## src/rtl/ile_pkg.sv

```systemverilog
`timescale 1ns / 1ps
// ---------------------------------------------------------------------------
// ile_pkg
// Types, codes and sizes shared by the indexed list engine.
// ---------------------------------------------------------------------------
package ile_pkg;

    localparam int CAPACITY = 64;
    localparam int ADDR_W   = (CAPACITY > 2) ? $clog2(CAPACITY) : 1;
    localparam int CNT_W    = $clog2(CAPACITY + 1);
    localparam int CMP_W    = (CNT_W > 8) ? CNT_W : 8;

    typedef enum logic [2:0] {
        FN_READ     = 3'd0,
        FN_INS_HEAD = 3'd1,
        FN_INS_TAIL = 3'd2,
        FN_INS_POS  = 3'd3,
        FN_DELETE   = 3'd4
    } t_func;

    typedef enum logic [1:0] {
        ST_DONE  = 2'd0,
        ST_RANGE = 2'd1,
        ST_FULL  = 2'd2
    } t_status;

    // how a decoded request gets finished
    typedef enum logic [1:0] {
        K_RESP = 2'd0,
        K_READ = 2'd1,
        K_INS  = 2'd2,
        K_DEL  = 2'd3
    } t_kind;

    typedef enum logic [2:0] {
        S_IDLE,
        S_DISPATCH,
        S_READ_WAIT,
        S_SHIFT,
        S_FLUSH,
        S_WR_NEW
    } t_state;

    typedef struct packed {
        logic [2:0]         func;
        logic signed [7:0]  position;
        logic signed [31:0] value;
    } t_req;

    typedef struct packed {
        logic signed [31:0] read_value;
        logic [1:0]         status;
        logic [6:0]         entry_count;
    } t_rsp;

    typedef struct packed {
        logic load;
        logic rd_pos;
        logic rd_idx;
        logic wr_new;
        logic cnt_inc;
        logic cnt_dec;
        logic respond;
        logic rd_from_ram;
    } t_cmd;

    typedef struct packed {
        t_kind kind;
        logic  shift;
        logic  at_last;
    } t_stat;

endpackage

```

## src/rtl/ile_ram.sv

```systemverilog
`timescale 1ns / 1ps
// ---------------------------------------------------------------------------
// ile_ram
// Generic single-write, single-read RAM with registered read data.
// ---------------------------------------------------------------------------
module ile_ram #(
    parameter int WIDTH = 32,
    parameter int DEPTH = 64
) (
    input  logic                                    i_clk,
    input  logic                                    i_we,
    input  logic [((DEPTH > 2) ? $clog2(DEPTH) : 1)-1:0] i_waddr,
    input  logic [WIDTH-1:0]                        i_wdata,
    input  logic                                    i_re,
    input  logic [((DEPTH > 2) ? $clog2(DEPTH) : 1)-1:0] i_raddr,
    output logic [WIDTH-1:0]                        o_rdata
);

    logic [WIDTH-1:0] r_mem [DEPTH];
    logic [WIDTH-1:0] r_rdata;

    always_ff @(posedge i_clk) begin
        if (i_we) begin
            r_mem[i_waddr] <= i_wdata;
        end
        if (i_re) begin
            r_rdata <= r_mem[i_raddr];
        end
    end

    assign o_rdata = r_rdata;

endmodule

```

## src/rtl/ile_ctrl.sv

```systemverilog
`timescale 1ns / 1ps
// ---------------------------------------------------------------------------
// ile_ctrl
// Sequencer for the list engine: dispatch, shift loop, final write, respond.
// ---------------------------------------------------------------------------
module ile_ctrl (
    input  logic           i_clk,
    input  logic           i_rst_n,
    input  logic           i_start,
    input  ile_pkg::t_stat i_stat,
    output ile_pkg::t_cmd  o_cmd,
    output logic           o_busy
);

    ile_pkg::t_state r_state;
    ile_pkg::t_state n_state;

    always_ff @(posedge i_clk) begin
        if (!i_rst_n) begin
            r_state <= ile_pkg::S_IDLE;
        end else begin
            r_state <= n_state;
        end
    end

    always_comb begin
        n_state = r_state;
        o_cmd   = '0;
        case (r_state)
            ile_pkg::S_IDLE: begin
                if (i_start) begin
                    o_cmd.load = 1'b1;
                    n_state    = ile_pkg::S_DISPATCH;
                end
            end
            ile_pkg::S_DISPATCH: begin
                case (i_stat.kind)
                    ile_pkg::K_READ: begin
                        o_cmd.rd_pos = 1'b1;
                        n_state      = ile_pkg::S_READ_WAIT;
                    end
                    ile_pkg::K_INS: begin
                        if (i_stat.shift) begin
                            n_state = ile_pkg::S_SHIFT;
                        end else begin
                            o_cmd.wr_new  = 1'b1;
                            o_cmd.cnt_inc = 1'b1;
                            o_cmd.respond = 1'b1;
                            n_state       = ile_pkg::S_IDLE;
                        end
                    end
                    ile_pkg::K_DEL: begin
                        if (i_stat.shift) begin
                            n_state = ile_pkg::S_SHIFT;
                        end else begin
                            o_cmd.cnt_dec = 1'b1;
                            o_cmd.respond = 1'b1;
                            n_state       = ile_pkg::S_IDLE;
                        end
                    end
                    default: begin
                        o_cmd.respond = 1'b1;
                        n_state       = ile_pkg::S_IDLE;
                    end
                endcase
            end
            ile_pkg::S_READ_WAIT: begin
                o_cmd.respond     = 1'b1;
                o_cmd.rd_from_ram = 1'b1;
                n_state           = ile_pkg::S_IDLE;
            end
            ile_pkg::S_SHIFT: begin
                o_cmd.rd_idx = 1'b1;
                if (i_stat.at_last) begin
                    n_state = ile_pkg::S_FLUSH;
                end
            end
            ile_pkg::S_FLUSH: begin
                // last moved entry is written by the datapath this cycle
                if (i_stat.kind == ile_pkg::K_INS) begin
                    n_state = ile_pkg::S_WR_NEW;
                end else begin
                    o_cmd.cnt_dec = 1'b1;
                    o_cmd.respond = 1'b1;
                    n_state       = ile_pkg::S_IDLE;
                end
            end
            ile_pkg::S_WR_NEW: begin
                o_cmd.wr_new  = 1'b1;
                o_cmd.cnt_inc = 1'b1;
                o_cmd.respond = 1'b1;
                n_state       = ile_pkg::S_IDLE;
            end
            default: begin
                n_state = ile_pkg::S_IDLE;
            end
        endcase
    end

    assign o_busy = (r_state != ile_pkg::S_IDLE);

endmodule

```

## src/rtl/ile_dp.sv

```systemverilog
`timescale 1ns / 1ps
// ---------------------------------------------------------------------------
// ile_dp
// Datapath: request decode, entry store, shift pointers, count, result regs.
// ---------------------------------------------------------------------------
module ile_dp (
    input  logic           i_clk,
    input  logic           i_rst_n,
    input  ile_pkg::t_req  i_req,
    input  ile_pkg::t_cmd  i_cmd,
    output ile_pkg::t_stat o_stat,
    output ile_pkg::t_rsp  o_rsp,
    output logic           o_done
);

    localparam int AW = ile_pkg::ADDR_W;
    localparam int CW = ile_pkg::CNT_W;
    localparam int PW = ile_pkg::CMP_W;

    // request registers
    ile_pkg::t_kind     r_kind;
    logic [1:0]         r_status;
    logic signed [31:0] r_rd_imm;
    logic signed [31:0] r_value;
    logic [AW-1:0]      r_pos;
    logic [AW-1:0]      r_idx;
    logic [AW-1:0]      r_last;
    logic               r_shift;
    logic [CW-1:0]      r_count;
    logic [CW-1:0]      n_count;

    // one moved entry in flight between read and write
    logic               r_pend_v;
    logic [AW-1:0]      r_pend_addr;

    ile_pkg::t_rsp      r_rsp;
    logic               r_done;

    // decode results
    ile_pkg::t_kind     d_kind;
    logic [1:0]         d_status;
    logic signed [31:0] d_rd_imm;
    logic [AW-1:0]      d_pos;
    logic [AW-1:0]      d_idx;
    logic [AW-1:0]      d_last;
    logic               d_shift;

    logic               pos_neg;
    logic [PW-1:0]      pos_u;
    logic [PW-1:0]      cnt_u;
    logic [PW-1:0]      ins_pos;
    logic               full;

    logic               ram_we;
    logic [AW-1:0]      ram_waddr;
    logic [31:0]        ram_wdata;
    logic               ram_re;
    logic [AW-1:0]      ram_raddr;
    logic [31:0]        ram_rdata;

    assign pos_neg = i_req.position[7];
    assign pos_u   = PW'(i_req.position[6:0]);
    assign cnt_u   = PW'(r_count);
    assign full    = (r_count == CW'(ile_pkg::CAPACITY));

    always_comb begin
        d_kind   = ile_pkg::K_RESP;
        d_status = ile_pkg::ST_DONE;
        d_rd_imm = '0;
        d_pos    = AW'(pos_u);
        d_idx    = AW'(r_count - CW'(1));
        d_last   = AW'(pos_u);
        d_shift  = 1'b0;
        ins_pos  = '0;
        case (i_req.func)
            ile_pkg::FN_READ: begin
                if (pos_neg || (pos_u >= cnt_u)) begin
                    d_status = ile_pkg::ST_RANGE;
                    d_rd_imm = -32'sd1;
                end else begin
                    d_kind = ile_pkg::K_READ;
                end
            end
            ile_pkg::FN_INS_HEAD, ile_pkg::FN_INS_TAIL, ile_pkg::FN_INS_POS: begin
                if (i_req.func == ile_pkg::FN_INS_TAIL) begin
                    ins_pos = cnt_u;
                end else if (i_req.func == ile_pkg::FN_INS_POS && !pos_neg) begin
                    ins_pos = pos_u;
                end
                if (ins_pos > cnt_u) begin
                    d_status = ile_pkg::ST_RANGE;
                end else if (full) begin
                    d_status = ile_pkg::ST_FULL;
                end else begin
                    d_kind  = ile_pkg::K_INS;
                    d_pos   = AW'(ins_pos);
                    d_last  = AW'(ins_pos);
                    d_idx   = AW'(r_count - CW'(1));
                    d_shift = (ins_pos != cnt_u);
                end
            end
            ile_pkg::FN_DELETE: begin
                if (pos_neg || (pos_u >= cnt_u)) begin
                    d_status = ile_pkg::ST_RANGE;
                end else begin
                    d_kind  = ile_pkg::K_DEL;
                    d_idx   = AW'(pos_u + PW'(1));
                    d_last  = AW'(r_count - CW'(1));
                    d_shift = ((pos_u + PW'(1)) != cnt_u);
                end
            end
            default: begin
                d_kind = ile_pkg::K_RESP;
            end
        endcase
    end

    always_ff @(posedge i_clk) begin
        if (i_cmd.load) begin
            r_kind   <= d_kind;
            r_status <= d_status;
            r_rd_imm <= d_rd_imm;
            r_pos    <= d_pos;
            r_last   <= d_last;
            r_shift  <= d_shift;
            r_value  <= i_req.value;
        end
        if (i_cmd.load) begin
            r_idx <= d_idx;
        end else if (i_cmd.rd_idx) begin
            r_idx <= (r_kind == ile_pkg::K_INS) ? r_idx - AW'(1) : r_idx + AW'(1);
        end
        if (i_cmd.rd_idx) begin
            r_pend_addr <= (r_kind == ile_pkg::K_INS) ? r_idx + AW'(1) : r_idx - AW'(1);
        end
        if (i_cmd.respond) begin
            r_rsp.read_value  <= i_cmd.rd_from_ram ? ram_rdata : r_rd_imm;
            r_rsp.status      <= r_status;
            r_rsp.entry_count <= 7'(n_count);
        end
    end

    always_comb begin
        n_count = r_count;
        if (i_cmd.cnt_inc) begin
            n_count = r_count + CW'(1);
        end else if (i_cmd.cnt_dec) begin
            n_count = r_count - CW'(1);
        end
    end

    always_ff @(posedge i_clk) begin
        if (!i_rst_n) begin
            r_count  <= '0;
            r_pend_v <= 1'b0;
            r_done   <= 1'b0;
        end else begin
            r_count  <= n_count;
            r_pend_v <= i_cmd.rd_idx;
            r_done   <= i_cmd.respond;
        end
    end

    // moved entry has priority; the new value is written only once the store is quiet
    assign ram_we    = r_pend_v || i_cmd.wr_new;
    assign ram_waddr = r_pend_v ? r_pend_addr : r_pos;
    assign ram_wdata = r_pend_v ? ram_rdata : r_value;
    assign ram_re    = i_cmd.rd_pos || i_cmd.rd_idx;
    assign ram_raddr = i_cmd.rd_pos ? r_pos : r_idx;

    ile_ram #(
        .WIDTH (32),
        .DEPTH (ile_pkg::CAPACITY)
    ) u_ram (
        .i_clk   (i_clk),
        .i_we    (ram_we),
        .i_waddr (ram_waddr),
        .i_wdata (ram_wdata),
        .i_re    (ram_re),
        .i_raddr (ram_raddr),
        .o_rdata (ram_rdata)
    );

    assign o_stat.kind    = r_kind;
    assign o_stat.shift   = r_shift;
    assign o_stat.at_last = (r_idx == r_last);
    assign o_rsp          = r_rsp;
    assign o_done         = r_done;

endmodule

```

## src/rtl/indexed_list_engine.sv

```systemverilog
`timescale 1ns / 1ps
// ---------------------------------------------------------------------------
// indexed_list_engine
// Ordered list of signed 32-bit values with read, insert and delete by index.
// ---------------------------------------------------------------------------
// Usage:
//   Request channel: drive i_req (func, position, value) and raise start.
//   The item is taken at a clock edge with start high and busy low;
//   busy then stays high until the result is issued.
//   Result channel: o_rsp holds read_value, status and entry_count, flagged
//   by o_done for exactly one cycle. The receiver cannot stall, so it
//   must sample o_rsp whenever o_done is high.
// Sequence after acceptance:
//   a read hit reads the store and answers from its registered read data;
//   refused or ignored requests and unknown codes answer from the decode;
//   an insert or a delete with entries to move first runs the shift loop,
//   and an insert that is not refused writes the new value last. Up to
//   CAPACITY - 1 entries shift, one per cycle through the single read and
//   single write port of the store. A new item can be accepted in the cycle o_done is high.
// Reset (synchronous, active low) empties the list: count goes to zero and
// the sequencer returns to idle. The entry store itself is not cleared;
// only entries below the count are ever read.
// ---------------------------------------------------------------------------
module indexed_list_engine (
    input  logic          i_clk,
    input  logic          i_rst_n,
    input  logic          start,
    input  ile_pkg::t_req i_req,
    output logic          busy,
    output logic          o_done,
    output ile_pkg::t_rsp o_rsp
);

    ile_pkg::t_cmd  cmd;
    ile_pkg::t_stat stat;

    // sequencer: decides when to read, shift, write and respond
    ile_ctrl u_ctrl (
        .i_clk   (i_clk),
        .i_rst_n (i_rst_n),
        .i_start (start),
        .i_stat  (stat),
        .o_cmd   (cmd),
        .o_busy  (busy)
    );

    // decode, store, count and result registers
    ile_dp u_dp (
        .i_clk   (i_clk),
        .i_rst_n (i_rst_n),
        .i_req   (i_req),
        .i_cmd   (cmd),
        .o_stat  (stat),
        .o_rsp   (o_rsp),
        .o_done  (o_done)
    );

endmodule

```

## config.mk

```make
export PLATFORM = sky130hd
export DESIGN_NAME = indexed_list_engine
export DESIGN_NICKNAME = d
export VERILOG_FILES = /design/src/rtl/ile_pkg.sv /design/src/rtl/ile_ram.sv /design/src/rtl/ile_ctrl.sv /design/src/rtl/ile_dp.sv /design/src/rtl/indexed_list_engine.sv
export SDC_FILE = /design/constraint.sdc
export NUM_CORES = 2
export LEC_CHECK = 0
export BUFFER_PORTS_ARGS = -buffer_cell sky130_fd_sc_hd__buf_2
export CORE_MARGIN = 10
export CORE_UTILIZATION = 50
export CTS_BUF_LIST = sky130_fd_sc_hd__clkbuf_8 sky130_fd_sc_hd__clkbuf_16
export CTS_CLUSTER_SIZE = 24
export DETAILED_ROUTE_END_ITERATION = 6
export GPL_TIMING_DRIVEN = 0
export HOLD_SLACK_MARGIN = 0.03
export PLACE_DENSITY = 0.67
export SLEW_MARGIN = 15
export SYNTH_ARGS = -nofsm -noshare
export SYNTH_HDL_FRONTEND = slang
export SYNTH_HIERARCHICAL = 1
export SYNTH_SLANG_ARGS = --single-unit
```

## constraint.sdc

```tcl
create_clock -name i_clk -period 7.4 [get_ports i_clk]
set_input_delay 0.74 -clock i_clk [delete_from_list [all_inputs] [get_ports i_clk]]
set_output_delay 0.74 -clock i_clk [all_outputs]
set_load 0.03 [all_outputs]
```

==> flow_metrics.py <==
metrics = {
    "run_status": {
        "status": "finished with violations",
        "violations": "design-rule violations",
    },
    "critical_path": {
        "rr_worst_depth": 15,
        "arrival_ps": 6630,
        "reg2reg_slack_ps": 1300,
        "start_kind": "flop",
        "path_class": "flop to flop",
        "worstSetupEndpointType": "flop",
        "crit_required_ps": 7940,
        "cp_max_fo": 10,
        "critPathLaunch": "u_ctrl/r_state[2]",
        "r2r-start": "u_ctrl/r_state[2]",
        "crit_end": "u_dp/u_ram/o_rdata[13]",
        "reg2reg_to": "u_dp/u_ram/o_rdata[13]",
    },
    "clock_tree": {
        "cts-root-buf": "clkbuf_16",
        "cts_resized": 0,
        "h-tree-depth": 4,
        "clkSinkCount": 2195,
        "clk_latency_ps": 860,
        "cts_setup_buffers": 0,
        "cts_buffers": 206,
        "cts_tree": "built",
        "clk_pin_slew_ps": 60,
        "cts_hold_buf": 10,
        "clockBufferDepth": 3,
    },
    "synth": {
        "ys.flop_type": "edfxtp_1",
        "yosys.area.top_type": "edfxtp_1",
        "ys_types": 70,
        "synth_area_sq_mm": 0.08497,
        "ys_warn_count": 6,
        "ys_top_cells_by_area": "edfxtp_1, mux4_2, mux2i_1",
        "postSynth.asyncResetShare_pct": 0,
        "yosysSeqAreaShare_pct": 77.43,
        "avgSynthCellArea_sq_um": 22.12,
        "synth_seq_cells": 2195,
        "synthCells": 3842,
        "syn-num-nets": 3908,
        "yosys.area.top_type_share_pct": 77.15,
        "synth_edf_count": 2183,
    },
    "floorplanning": {
        "pin_count": 89,
        "start_util_pct": 50.25,
        "placementRows": 151,
        "die_w_um": 432.2,
        "core_sq_mm": 0.1691,
        "fp.dieH_um": 432.2,
        "dieArea_sq_mm": 0.1868,
    },
    "sta": {
        "hold_viol_final": 0,
        "worst_slack_ps": 1304,
        "fmax_mhz": 164.0,
        "worst_clock_skew_ps": 31.13,
        "slew_violations": 0,
        "worst_slew_pin_slew_ps": 1314,
        "slew-limit-headroom_pct": 12.42,
        "fin_tns_setup_ps": 0,
        "post-route-period-util_pct": 82.38,
        "fin_worst_hold_slack_ps": 78.56,
        "setup_viol": 0,
        "post-route-min-period_ps": 6096,
        "rsz0062_at_grt": "false",
    },
    "place": {
        "dpl_cell_area_sq_mm": 0.09162,
        "place_hpwl_um": 169800,
        "place_congestion": 0.8550,
        "place.port_buffers": 88,
        "pre_cts_slack_ps": 1489,
    },
    "job": {
        "drv_cap": 0,
    },
    "routing": {
        "drc_errors": 3,
        "wl_per_cell_um": 38.39,
        "via_count": 44900,
        "postRouteWirelength_um": 256300,
        "ant_nets": 0,
        "firstDrtPassIters": 7,
        "drt_iter0_markers": 7105,
        "routed_via_density": 6.724,
    },
    "global_route": {
        "antenna_found_initial": 11,
        "grt_max_degree": 65,
        "grt_pass1_vias": 43300,
        "grt_use_total_pct": 27.23,
        "grt_pass1_wl_um": 351000,
        "overflow": 0,
    },
    "cells_and_area": {
        "final_common_cell": "edfxtp_1",
        "drive_gt1_share_pct": 29.43,
        "most-common-layout-cells": "edfxtp_1, mux4_2, clkbuf_16, buf_2, nand2_1",
        "fill_cells": 11820,
        "fin_area_sq_mm": 0.09859,
        "fin_nets": 4346,
        "syn2layout_area_growth_pct": 16.03,
    },
    "power": {
        "p_leak_nw": 31.30,
        "fin_total_pwr_mw": 28.89,
        "ir_drop_v": 0.0002687,
        "powerDensity_mw_per_mm2": 293.0,
    },
    "min_path": {
        "holdCritPathClass": "input port to flop",
    },
}
[state kept, by name (all words and copies together), names as in the netlist]
name / flops
u_dp/r_pend_addr: 6
u_dp/r_last: 6
u_dp/r_pend_v: 1
u_dp/r_rd_imm: 1
u_dp/r_kind: 2
u_dp/r_idx: 6
u_dp/o_rsp: 41
u_dp/r_shift: 1
u_dp/u_ram/o_rdata: 32
u_ctrl/r_state: 3
u_dp/o_done: 1
u_dp/r_status: 2
u_dp/r_value: 32
u_dp/r_pos: 6
u_dp/u_ram/r_mem: 2048
u_dp/r_count: 7
[per-layer routing]
layer	GRT usage, %	vias up	part of all wire (%)
met5	0	-	0.0051
met4	15.07	2	6.8
met3	7.953	674	13
met2	41.03	3497	45
met1	35.78	23660	35
li1	-	17060	-
[critical path, cell delays in order, from the launching register on]
cell      delay, ps
dfxtp_1         300
buf_2           160
nand2b_1        200
nor4b_1         310
clkbuf_1        480
nand2_1          80
o21ai_0         120
buf_2           490
buf_2           460
buf_2           340
clkbuf_1        940
nand3b_1        720
o221ai_1        420
a21oi_1         270
a21oi_1         350
nor2_1          110
[area by class of cell]
type                    instances  area [sq um]  share of cell area [%]
flip-flops and latches       2195         65790                   66.73
multi-input cells            1419         18690                   18.95
clock buffers                 212          5283                   5.358
repair buffers                230          3413                   3.462
well taps                    2218          2775                   2.815
clock inverters               167          1499                   1.520
plain buffers                 212          1064                   1.079
inverters                      16         60.06                 0.06092
diodes                          8         20.02                 0.02031
[worst min-delay path by stage]
| stage | cells after the start | to | startpoint | slack (ps) |
|---|---|---|---|---|
| floorplan | 0 | u_dp/o_rsp[7] | u_dp/r_status[0] | 400 |
| global placement | 0 | u_dp/o_rsp[7] | u_dp/r_status[0] | 400 |
| detailed placement | 0 | u_dp/o_rsp[8] | u_dp/r_status[1] | 410 |
| CTS | 1 | u_dp/r_value[22] | i_req[22] | 30 |
| global route | 1 | u_dp/r_value[22] | i_req[22] | 40 |
| finish | 1 | u_dp/r_value[23] | i_req[23] | 80 |
[cell usage after synthesis (all sizes together) (3+ instances only)]
cell,instances
edfxtp,2183
mux4,544
nor2,160
buf,112
nand2,108
clkbuf,100
mux2i,100
o22ai,87
a21oi,80
mux2,48
o221ai,28
xnor2,23
nor2b,22
ha,20
nand2b,18
and2,16
inv,16
a22oi,13
nand3b,13
dfxtp,12
nand3,12
and3,11
nor3,11
xor2,11
a311oi,10
or2,9
o21ai,8
nand4,7
or3b,6
o32ai,5
or2b,5
or3,5
a221o,4
a41o,4
o31ai,4
a32oi,3
o211ai,3
[kinds of logic (layout without fill, tap and decap cells)]
| group | after synthesis | count (layout) | synth area share, % |
|---|---|---|---|
| XOR/XNOR | 34 | 34 | 0.3504 |
| multiplexers | 692 | 692 | 16.23 |
| flip-flops | 2195 | 2195 | 77.43 |
| other | 0 | 8 | 0 |
| buffers and inverters | 228 | 837 | 1.303 |
| AND/OR/NAND/NOR | 409 | 409 | 2.301 |
| adder cells (fa/ha/maj) | 20 | 20 | 0.2945 |
| AO/OA/AOI/OAI | 264 | 264 | 2.089 |
[power breakdown]
group | leakage (nW) | internal (mW) | total (mW) | switching (mW)
clock network | 3.48 | 6.03 | 10.6 | 4.60
registers | 19.8 | 13.9 | 14.0 | 0.0524
logic | 8.06 | 1.49 | 4.29 | 2.80
[through the flow]
step                util [%]  instances
floorplan                  -       3842
global placement       52.15       6148
detailed placement     54.18       6279
CTS                    58.25       6668
global route           58.30       6670
finish                 58.31       6677
No activity file was read; power rests on OpenSTA's default activity.
